--- src/bnrs_pkg.sv ---
package bnrs_pkg;

  // Polynomial length that caps the wanted coefficient count.
  localparam int POLY_LENGTH = 256;

  localparam int ByteW    = 8;
  localparam int ValueW   = 19;
  localparam int SmallW   = 3;
  localparam int LargeW   = 18;
  localparam int WantedW  = 9;
  localparam int IndexW   = 8;
  localparam int GatherW  = 32;
  localparam int GCountW  = 3;
  localparam int CfgIdxW  = 2;
  localparam int CfgDataW = 18;

  // Result queue between the classifier and the output stage.
  localparam int QDepth = 4;
  localparam int QPtrW  = $clog2(QDepth);
  localparam int QCntW  = $clog2(QDepth + 1);

  typedef enum logic [CfgIdxW-1:0] {
    CfgSamplerMode  = 2'd0,
    CfgSmallBound   = 2'd1,
    CfgLargeBound   = 2'd2,
    CfgCoeffsWanted = 2'd3
  } cfg_reg_e;

  // One accepted candidate on its way to the output stage.
  typedef struct packed {
    logic [ValueW-1:0] sample;
    logic [LargeW-1:0] bound;
    logic [IndexW-1:0] index;
    logic              done;
    logic              last;
  } bnrs_entry_t;

  // Up to two entries written into the queue in one cycle; first is the
  // earlier one in result order.
  typedef struct packed {
    logic [1:0]  count;
    bnrs_entry_t first;
    bnrs_entry_t second;
  } bnrs_push_t;

endpackage

--- src/bnrs_front.sv ---
module bnrs_front import bnrs_pkg::*; (
  input  logic                clk_i,
  input  logic                rst_ni,
  input  logic                cfg_we_i,
  input  logic [CfgIdxW-1:0]  cfg_idx_i,
  input  logic [CfgDataW-1:0] cfg_data_i,
  input  logic                in_valid_i,
  input  logic                in_ready_i,
  input  logic [ByteW-1:0]    in_byte_i,
  input  logic                in_eob_i,
  input  logic                in_restart_i,
  output bnrs_push_t          push_o
);

  localparam logic [10:0] PolyLen = 11'(POLY_LENGTH);

  logic                mode_q;
  logic [SmallW-1:0]   small_q;
  logic [LargeW-1:0]   large_q;
  logic [WantedW-1:0]  wanted_q;
  logic [GatherW-1:0]  gather_q, gather_d;
  logic [GCountW-1:0]  gcount_q, gcount_d;
  logic [WantedW-1:0]  produced_q, produced_d;

  logic                in_fire;
  logic [GatherW-1:0]  gather_eff;
  logic [GCountW-1:0]  gcount_eff;
  logic [WantedW-1:0]  pc0, pc1;
  logic                group_full, cand_valid;
  logic [ValueW-1:0]   t0, t1, bound2;
  logic [LargeW-1:0]   bound;
  logic [WantedW-1:0]  limit;
  logic                acc0, acc1;
  bnrs_entry_t         e0, e1;

  assign in_fire = in_valid_i && in_ready_i;

  always_comb begin
    // A restart clears the count and the gather before this byte is used.
    gather_eff = in_restart_i ? '0 : gather_q;
    gcount_eff = in_restart_i ? '0 : gcount_q;
    pc0        = in_restart_i ? '0 : produced_q;

    limit = ({2'b00, wanted_q} > PolyLen) ? PolyLen[WantedW-1:0] : wanted_q;

    group_full = mode_q && (gcount_eff >= GCountW'(4));
    cand_valid = !mode_q || group_full;

    if (mode_q) begin
      t0    = gather_eff[ValueW-1:0];
      t1    = {in_byte_i[6:0], gather_eff[31:20]};
      bound = large_q;
    end else begin
      t0    = {15'd0, in_byte_i[3:0]};
      t1    = {15'd0, in_byte_i[7:4]};
      bound = {15'd0, small_q};
    end
    bound2 = {bound, 1'b0};

    acc0 = cand_valid && (pc0 < limit) && (t0 <= bound2);
    pc1  = pc0 + WantedW'(acc0);
    acc1 = cand_valid && (pc1 < limit) && (t1 <= bound2);
    produced_d = pc1 + WantedW'(acc1);

    e0.sample = t0;
    e0.bound  = bound;
    e0.index  = pc0[IndexW-1:0];
    e0.done   = ((pc0 + 9'd1) == limit);
    e0.last   = !acc1;
    e1.sample = t1;
    e1.bound  = bound;
    e1.index  = pc1[IndexW-1:0];
    e1.done   = ((pc1 + 9'd1) == limit);
    e1.last   = 1'b1;

    push_o.count  = in_fire ? {acc0 && acc1, acc0 ^ acc1} : 2'd0;
    push_o.first  = acc0 ? e0 : e1;
    push_o.second = e1;
  end

  // Gather update: large mode collects four bytes, the fifth completes the group.
  always_comb begin
    gather_d = gather_eff;
    gcount_d = gcount_eff;
    if (mode_q) begin
      if (group_full || in_eob_i) begin
        gather_d = '0;
        gcount_d = '0;
      end else begin
        for (int k = 0; k < 4; k++) begin
          if (gcount_eff[1:0] == 2'(k)) begin
            gather_d[8*k +: 8] = in_byte_i;
          end
        end
        gcount_d = gcount_eff + GCountW'(1);
      end
    end
  end

  always_ff @(posedge clk_i or negedge rst_ni) begin
    if (!rst_ni) begin
      mode_q     <= 1'b0;
      small_q    <= 3'd2;
      large_q    <= 18'd131071;
      wanted_q   <= 9'd256;
      gather_q   <= '0;
      gcount_q   <= '0;
      produced_q <= '0;
    end else if (cfg_we_i) begin
      case (cfg_reg_e'(cfg_idx_i))
        CfgSamplerMode: begin
          mode_q   <= cfg_data_i[0];
          gather_q <= '0;
          gcount_q <= '0;
        end
        CfgSmallBound:   small_q  <= cfg_data_i[SmallW-1:0];
        CfgLargeBound:   large_q  <= cfg_data_i[LargeW-1:0];
        CfgCoeffsWanted: wanted_q <= cfg_data_i[WantedW-1:0];
        default: ;
      endcase
    end else if (in_fire) begin
      gather_q   <= gather_d;
      gcount_q   <= gcount_d;
      produced_q <= produced_d;
    end
  end

endmodule

--- src/bnrs_queue.sv ---
module bnrs_queue import bnrs_pkg::*; (
  input  logic        clk_i,
  input  logic        rst_ni,
  input  bnrs_push_t  push_i,
  output logic        space_o,
  input  logic        pop_i,
  output logic        valid_o,
  output bnrs_entry_t entry_o
);

  bnrs_entry_t      slots_q [QDepth];
  logic [QPtrW-1:0] wptr_q, rptr_q;
  logic [QCntW-1:0] count_q, count_d;
  logic [QPtrW-1:0] wptr_next;

  // Room for the two results a single byte may cause.
  assign space_o   = (count_q <= QCntW'(QDepth - 2));
  assign valid_o   = (count_q != '0);
  assign entry_o   = slots_q[rptr_q];
  assign wptr_next = wptr_q + QPtrW'(1);
  assign count_d   = count_q + QCntW'(push_i.count) - QCntW'(pop_i);

  always_ff @(posedge clk_i) begin
    if (push_i.count != 2'd0) begin
      slots_q[wptr_q] <= push_i.first;
    end
    if (push_i.count == 2'd2) begin
      slots_q[wptr_next] <= push_i.second;
    end
  end

  always_ff @(posedge clk_i or negedge rst_ni) begin
    if (!rst_ni) begin
      wptr_q  <= '0;
      rptr_q  <= '0;
      count_q <= '0;
    end else begin
      wptr_q  <= wptr_q + QPtrW'(push_i.count);
      if (pop_i) begin
        rptr_q <= rptr_q + QPtrW'(1);
      end
      count_q <= count_d;
    end
  end

endmodule

--- src/bnrs_back.sv ---
module bnrs_back import bnrs_pkg::*; (
  input  logic              clk_i,
  input  logic              rst_ni,
  input  logic              valid_i,
  input  bnrs_entry_t       entry_i,
  output logic              pop_o,
  output logic              out_valid_o,
  input  logic              out_ready_i,
  output logic [ValueW-1:0] coef_o,
  output logic [IndexW-1:0] index_o,
  output logic              done_o,
  output logic              last_o
);

  logic              valid_q;
  logic [ValueW-1:0] coef_q;
  logic [IndexW-1:0] index_q;
  logic              done_q, last_q;
  logic              load;

  assign load  = valid_i && (!valid_q || out_ready_i);
  assign pop_o = load;

  always_ff @(posedge clk_i or negedge rst_ni) begin
    if (!rst_ni) begin
      valid_q <= 1'b0;
    end else if (load) begin
      valid_q <= 1'b1;
    end else if (out_ready_i) begin
      valid_q <= 1'b0;
    end
  end

  // Bound minus sample, kept as 19-bit two's complement.
  always_ff @(posedge clk_i) begin
    if (load) begin
      coef_q  <= {1'b0, entry_i.bound} - entry_i.sample;
      index_q <= entry_i.index;
      done_q  <= entry_i.done;
      last_q  <= entry_i.last;
    end
  end

  assign out_valid_o = valid_q;
  assign coef_o      = coef_q;
  assign index_o     = index_q;
  assign done_o      = done_q;
  assign last_o      = last_q;

endmodule

--- src/bounded_noise_rejection_sampler.sv ---
// Channel      Direction  Payload
// s_axis       in         tdata[7:0] random_byte, tlast end_of_buffer, tuser[0] restart
// m_axis       out        tdata[18:0] coefficient, tdata[26:19] coefficient_index,
//                         tuser[0] sampling_done, tlast last_of_run
// cfg          in         cfg_we_i, cfg_idx_i register index, cfg_data_i value
//
// A byte transfer is taken every cycle while the result queue has room for two
// results; the output register delivers at most one coefficient per cycle, so a
// byte that yields two results needs two output transfers.
// A result passes through the queue and then the output register before it
// appears. Reset is asynchronous and active low and restores the register
// defaults with empty gather, count and queue. Stalls on the output side fill
// the queue and then drop s_axis_tready, with no loss of results.
module bounded_noise_rejection_sampler import bnrs_pkg::*; (
  input  logic                clk_i,
  input  logic                rst_ni,
  input  logic                cfg_we_i,
  input  logic [CfgIdxW-1:0]  cfg_idx_i,
  input  logic [CfgDataW-1:0] cfg_data_i,
  input  logic                s_axis_tvalid,
  output logic                s_axis_tready,
  input  logic [7:0]          s_axis_tdata,   // [7:0] random_byte
  input  logic                s_axis_tlast,
  input  logic [0:0]          s_axis_tuser,   // [0] restart
  output logic                m_axis_tvalid,
  input  logic                m_axis_tready,
  output logic [31:0]         m_axis_tdata,   // [18:0] coefficient, [26:19] index, zero fill
  output logic                m_axis_tlast,
  output logic [0:0]          m_axis_tuser    // [0] sampling_done
);

  bnrs_push_t        push;
  logic              space;
  logic              q_valid;
  logic              q_pop;
  bnrs_entry_t       q_entry;
  logic [ValueW-1:0] coef;
  logic [IndexW-1:0] index;
  logic              done;

  // The front classifies each byte, tracks the gather and the produced count,
  // and writes up to two accepted candidates into the queue.
  bnrs_front u_front (
    .clk_i        (clk_i),
    .rst_ni       (rst_ni),
    .cfg_we_i     (cfg_we_i),
    .cfg_idx_i    (cfg_idx_i),
    .cfg_data_i   (cfg_data_i),
    .in_valid_i   (s_axis_tvalid),
    .in_ready_i   (space),
    .in_byte_i    (s_axis_tdata),
    .in_eob_i     (s_axis_tlast),
    .in_restart_i (s_axis_tuser[0]),
    .push_o       (push)
  );

  bnrs_queue u_queue (
    .clk_i   (clk_i),
    .rst_ni  (rst_ni),
    .push_i  (push),
    .space_o (space),
    .pop_i   (q_pop),
    .valid_o (q_valid),
    .entry_o (q_entry)
  );

  // The back forms the signed coefficient and holds it for the output transfer.
  bnrs_back u_back (
    .clk_i       (clk_i),
    .rst_ni      (rst_ni),
    .valid_i     (q_valid),
    .entry_i     (q_entry),
    .pop_o       (q_pop),
    .out_valid_o (m_axis_tvalid),
    .out_ready_i (m_axis_tready),
    .coef_o      (coef),
    .index_o     (index),
    .done_o      (done),
    .last_o      (m_axis_tlast)
  );

  assign s_axis_tready = space;
  assign m_axis_tdata  = {5'd0, index, coef};
  assign m_axis_tuser  = done;

endmodule
--- config.mk ---
export PLATFORM = sky130hd
export DESIGN_NAME = bounded_noise_rejection_sampler
export DESIGN_NICKNAME = d
export VERILOG_FILES = /design/src/bnrs_pkg.sv /design/src/bnrs_front.sv /design/src/bnrs_queue.sv /design/src/bnrs_back.sv /design/src/bounded_noise_rejection_sampler.sv
export SDC_FILE = /design/constraint.sdc
export NUM_CORES = 1
export LEC_CHECK = 0
export BUFFER_PORTS_ARGS = -buffer_cell sky130_fd_sc_hd__buf_2
export CORE_MARGIN = 5
export CORE_UTILIZATION = 55
export DETAILED_ROUTE_END_ITERATION = 12
export PLACE_DENSITY = 0.79
export REMOVE_ABC_BUFFERS = 1
export SLEW_MARGIN = 40
export SYNTH_ARGS = -nofsm -noshare
export SYNTH_HDL_FRONTEND = slang
export SYNTH_SLANG_ARGS = --single-unit
--- constraint.sdc ---
create_clock -name clk_i -period 8.59 [get_ports clk_i]
set_clock_uncertainty 0.2 [all_clocks]
set_input_delay 1.2885 -clock clk_i [delete_from_list [all_inputs] [get_ports clk_i]]
set_output_delay 1.2885 -clock clk_i [all_outputs]
set_load 0.01 [all_outputs]
======== Word level (Yosys, flattened, before mapping) ========
Memory sizes are Yosys's and may differ from the RTL's.
Index checks and enable logic that the tools add are counted.
cells by class
  $add $sub $neg .......................... 11
  order comparisons ....................... 7
  eq/ne operators ......................... 10
  multiplexer cells ....................... 29
  bitwise operators ....................... 2
  reductions and logical operators ........ 26
operators by type and width
  operator                                               count
  2-to-1 mux 32 bit                                      6
  2-to-1 mux 47 bit                                      1
  <= comparator 19 bit                                   2
  2-to-1 mux 19 bit                                      2
  2-to-1 mux 8 bit                                       4
  subtractor 18 x 19 -> 19 bit                           1
  adder 9 x 1 -> 9 bit                                   2
  adder 9 x 1 -> 9 bit (second input constant)           2
  equality test 9 bit                                    2
  < comparator 9 bit                                     2
  2-to-1 mux 18 bit                                      1
  2-to-1 mux 3 bit                                       6
  2-to-1 mux 9 bit                                       2
  AND reduction 2 bit                                    6
  equality test 2 bit (second input constant)            5
  greater-than comparator 9 bit (second input constant)  1
  logical AND 1 bit                                      8
  2-to-1 mux 1 bit                                       6
  nonzero test 2 bit                                     3
  adder 2 x 1 -> 2 bit (second input constant)           2
  equality test 2 x 1 -> 1 bit (second input constant)   2
  zero test 2 bit                                        2
  adder 3 x 1 -> 3 bit (second input constant)           1
  adder 3 x 2 -> 3 bit                                   1
  other kinds (11)                                       15
storage, ports and cells
  register bits ........................... 112
  RAM bits ................................ 188
  bits of input ports ..................... 35
  output and inout port bits .............. 36
  word-level logic and storage cells ...... 101
  memories ................................ 1
memory list
  name             depth  width  read ports  clocked after memory_dff  write ports  line              RTL
  u_queue.slots_q  4      47     1           0                         2            bnrs_queue.sv:11  bnrs_entry_t slots_q [QDepth];

======== Longest topological paths before layout ========
  word-level depth ........................ 15
  mapped depth ............................ 32
  mapped depth without buffers ............ 27

======== Cells and area by module ========
Synthesis repeated with hierarchy kept, for this count alone.
second synthesis, totals
  cells, all modules ...................... 1268
  area total of the unflattened synthesis .. 17484.3 um^2
modules (own cells, without submodules)
  module                           instances  cells an instance  area an instance (um^2)
  bnrs_queue                       1          494                9688.0
  bnrs_front                       1          602                5890.6
  bnrs_back                        1          166                1864.3
  bounded_noise_rejection_sampler  1          6                  41.3

======== Worst setup path after synthesis ========
Ideal clock, no wire load.
  kind .................................... input to register
  from .................................... input port s_axis_tuser
  to ...................................... memory u_queue.slots_q[0][10] (netlist bit) (enable)
  setup time .............................. 0.400 ns
  data arrival time ....................... 8.011 ns
  data required time ...................... 7.990 ns
  slack ................................... -0.022 ns
  stages on the path ...................... 32
  path buffers ............................ 6
  cell sequence ........................... buf_4 nor2b_1 clkbuf_1 clkbuf_1 nand2_1 inv_1 ha_1 nand4_1 nor3b_1 nand3_1 o21a_1 nor4b_4 buf_2 ha_1 ha_1 buf_2 nand3_1 mux2i_2 inv_1 ha_1 o21a_1 o21a_1 o21ai_0 a21oi_1 a211oi_1 ha_1 nor2_1 or2_2 nor3_1 nor2_1 clkbuf_1 inv_1
RTL lines
  element             line                                   RTL
  start: declaration  bounded_noise_rejection_sampler.sv:24  input logic [0:0] s_axis_tuser,
  end: declaration    bnrs_queue.sv:11

==> flow_metrics.py <==
metrics = {
    "setup_path": {
        "worst-setup-path-type": "input pin to register",
        "r2r_end": "u_queue.slots_q[0][41]",
        "arrival_ps": 7640,
        "end_kind": "register",
        "critPathBufInv": 5,
        "crit_family": "compound AO/OA/AOI/OAI gates",
        "regToRegStartpoint": "u_front.mode_q",
        "cp_slowest_stage_delay_ps": 460,
        "reg2reg_setup_slack_ps": 1050,
        "cp-start-kind": "input pin",
        "slowest_stage": "a211oi_1",
        "reg2regPathDepth": 29,
        "critical_path_required_ps": 8600,
        "critPathMaxFanout": 27,
    },
    "hold_path": {
        "hold_end": "u_front.produced_q[8]",
        "hold_depth": 2,
        "hold_start": "u_front.produced_q[8]",
        "hold_path.class": "register to register",
    },
    "clocking": {
        "cts.path.max_buffers": 3,
        "htreeDepth": 1,
        "cts.clk_slew.worst_paths_ps": 60,
        "cts_made_buffers": 31,
        "cts.sinks": 299,
        "post_cts_buffers": 0,
        "clock_latency_ps": 560,
        "hold_buffers": 0,
        "cts_root_buffer": "clkbuf_16",
        "ctsResizeCount": 0,
        "cts_tree": "done",
    },
    "final_layout": {
        "fillCellCount": 2121,
        "drive_above_1_share_pct": 19.6,
        "diodes": 0,
        "final_common_cell": "edfxtp_1",
        "final_cell_mix": "edfxtp_1, nor2_1, nand2_1",
        "nNetsFinal": 1534,
        "area_growth_pct": 12.6,
        "final_util_pct": 62.7,
    },
    "flow_run": {
        "maxCapViolCount": 0,
    },
    "route": {
        "first_pass_iters": 6,
        "wl_microns": 41700,
        "m1WireLength_microns": 16000,
        "viasPerCell": 6.29,
        "ant_nets": 0,
        "wl_per_cell_microns": 22.9,
        "wl_met2_microns": 19800,
        "drc": 0,
        "dr.max_layer_used": "met4",
        "first_iter_violations": 1328,
        "num_vias": 11400,
        "wl_met3_microns": 4130,
    },
    "floorplanning": {
        "die_w_microns": 180,
        "initial_core_util_pct": 55.7,
        "row_count": 62,
        "fp.coreArea_sq_um": 28600,
        "die_h_microns": 180,
        "ios": 71,
        "die_area_sq_um": 32500,
    },
    "synthesis": {
        "synthFlopType": "edfxtp_1",
        "synth-edff-count": 213,
        "ys_ff_latch": 299,
        "synth_area_sq_um": 15900,
        "yosys-top-cells-area": "edfxtp_1, dfrtp_1, ha_1",
        "avgSynthCellArea_sq_um": 11.9,
        "synth_cell_types": 72,
        "netlist_instances": 1337,
        "synth_top_area_share_pct": 40.2,
        "yosysSeqAreaShare_pct": 53.7,
        "async_flop_share_pct": 27.4,
        "post-synth-top-area-cell": "edfxtp_1",
        "yosysWarnings": 0,
    },
    "placement": {
        "hpwl_microns": 28700,
        "gp_congestion": 0.961,
        "preCtsSetupSlack_ps": 567,
        "port_buffers": 65,
    },
    "sta": {
        "holdWs_ps": 277,
        "finalSetupViolCount": 0,
        "worst_slack_ps": 961,
        "min_period_ps": 7630,
        "fmax_ghz": 0.131,
        "period_share_pct": 88.8,
        "finalHoldViolations": 0,
        "tightest_slew_ps": 797,
        "maxSlewHeadroom_pct": 45.3,
        "rsz0062_at_grt": "no",
        "maxSlewViolCount": 0,
    },
    "pwr": {
        "irDropWorstVdd_v": 0.000163,
        "p_leak_nw": 7.20,
        "power.density_nw_per_um2": 312,
    },
    "global_route": {
        "antenna_found_initial": 0,
        "grt_overflow": 0,
        "grt_max_degree": 67,
        "grt_first_pass_wirelength_microns": 65400,
        "grtUsageTotal_pct": 25.3,
        "grt_pass1_vias": 11500,
    },
    "run_status": {
        "status": "finished, final reports clean",
    },
}
[layer usage]
metal  vias up  track usage, %
met3       127            4.76
met4         0            9.56
li1       5087               -
met5         -               0
met2       669            41.6
met1      5553            33.8
[cells in the mapped netlist, types with 3 or more instances]
cell and count:
a211oi_1 11, a21o_1 10, a21oi_1 44, a22o_1 35
a31oi_1 3, a32o_1 3, and2_1 8, and3_1 13
and4_1 4, buf_1 6, buf_2 22, buf_4 8
clkbuf_1 34, dfrtp_1 63, dfstp_2 19, dfxtp_1 4
edfxtp_1 213, ha_1 88, inv_1 93, mux2_2 31
mux2i_1 5, mux4_2 47, nand2_1 108, nand2b_1 17
nand3_1 13, nand4_1 12, nor2_1 113, nor2b_1 25
nor3_1 16, o211ai_1 3, o21a_1 11, o21ai_0 58
o21ai_1 4, o21bai_1 3, o22ai_1 92, o31ai_1 3
or2_2 3, xnor2_1 39, xor2_1 11
[report_power, final]
group / total [W] / switching [W] / internal, W
logic: 0.00208 / 0.00119 / 0.000888
clock network: 0.00149 / 0.000579 / 0.000914
registers: 0.00203 / 0.000124 / 0.00191
[how the worst max path moves through the flow]
stage	from	to	depth (start not counted)
4_1_cts	s_axis_tuser	u_queue.slots_q[0][40]	29
3_5_place_dp	s_axis_tuser	u_queue.slots_q[0][15]	29
3_3_place_gp	s_axis_tuser	u_queue.slots_q[0][17]	29
6_report	s_axis_tuser	u_queue.slots_q[0][41]	29
5_1_grt	s_axis_tuser	u_queue.slots_q[0][40]	29
2_1_floorplan	s_axis_tuser	u_queue.slots_q[0][10]	26
[logic make-up (layout without fill, tap and decap cells)]
family                   count (synthesis)  in the layout  synth area share, %
buffers and inverters                  167            259                 4.34
multiplexers                            84             84                 9.24
adder cells (fa/ha/maj)                 90             90                 7.16
XOR/XNOR                                55             55                 3.37
flip-flops                             299            299                 53.7
other                                    1              5               0.0235
AND/OR/NAND/NOR                        349            349                 10.3
AO/OA/AOI/OAI                          292            292                 11.8
[sequential cells by signal, summed over array words and instances (netlist names)]
register / cells
u_front.gather_q: 31
u_back.out_valid_o: 1
u_front.gcount_q: 3
u_front.large_q: 18
u_front.small_q: 3
u_back.index_o: 8
u_back.coef_o: 19
u_front.mode_q: 1
u_back.last_o: 1
u_queue.count_q: 3
u_queue.slots_q: 188
u_queue.wptr_q: 2
u_front.wanted_q: 9
u_back.done_o: 1
u_queue.rptr_q: 2
u_front.produced_q: 9
[worst register-to-register path, delay by kind of cell, from the launching register on]
family | cells | cell delay, ps
AO/OA/AOI/OAI | 9 | 1800
XOR/XNOR | 1 | 280
adder cells (fa/ha/maj) | 5 | 1570
buffers and inverters | 5 | 970
flip-flops | 1 | 380
AND/OR/NAND/NOR | 9 | 1970
[metrics by stage]
step                      setup TNS, ps  power, W  cell area [sq um]  cells
after floorplan                 -129620   0.00350              15600   1270
after global placement                0   0.00406              16800   1760
after detailed placement              0   0.00412              16800   1760
after CTS                             0   0.00561              17900   1817
after global routing                  0   0.00592              17900   1817
final                                 0   0.00560              17900   1817
[final cells by class]
type,instances,area [sq um],share of cell area (%)
Sequential cell,299,8560,47.7
Multi-Input combinational cell,875,6720,37.4
Clock buffer,34,797,4.44
Timing Repair Buffer,106,693,3.86
Tap cell,384,480,2.68
Inverter,96,360,2.01
Clock inverter,23,342,1.90
Power figures use the tool's default switching activity.
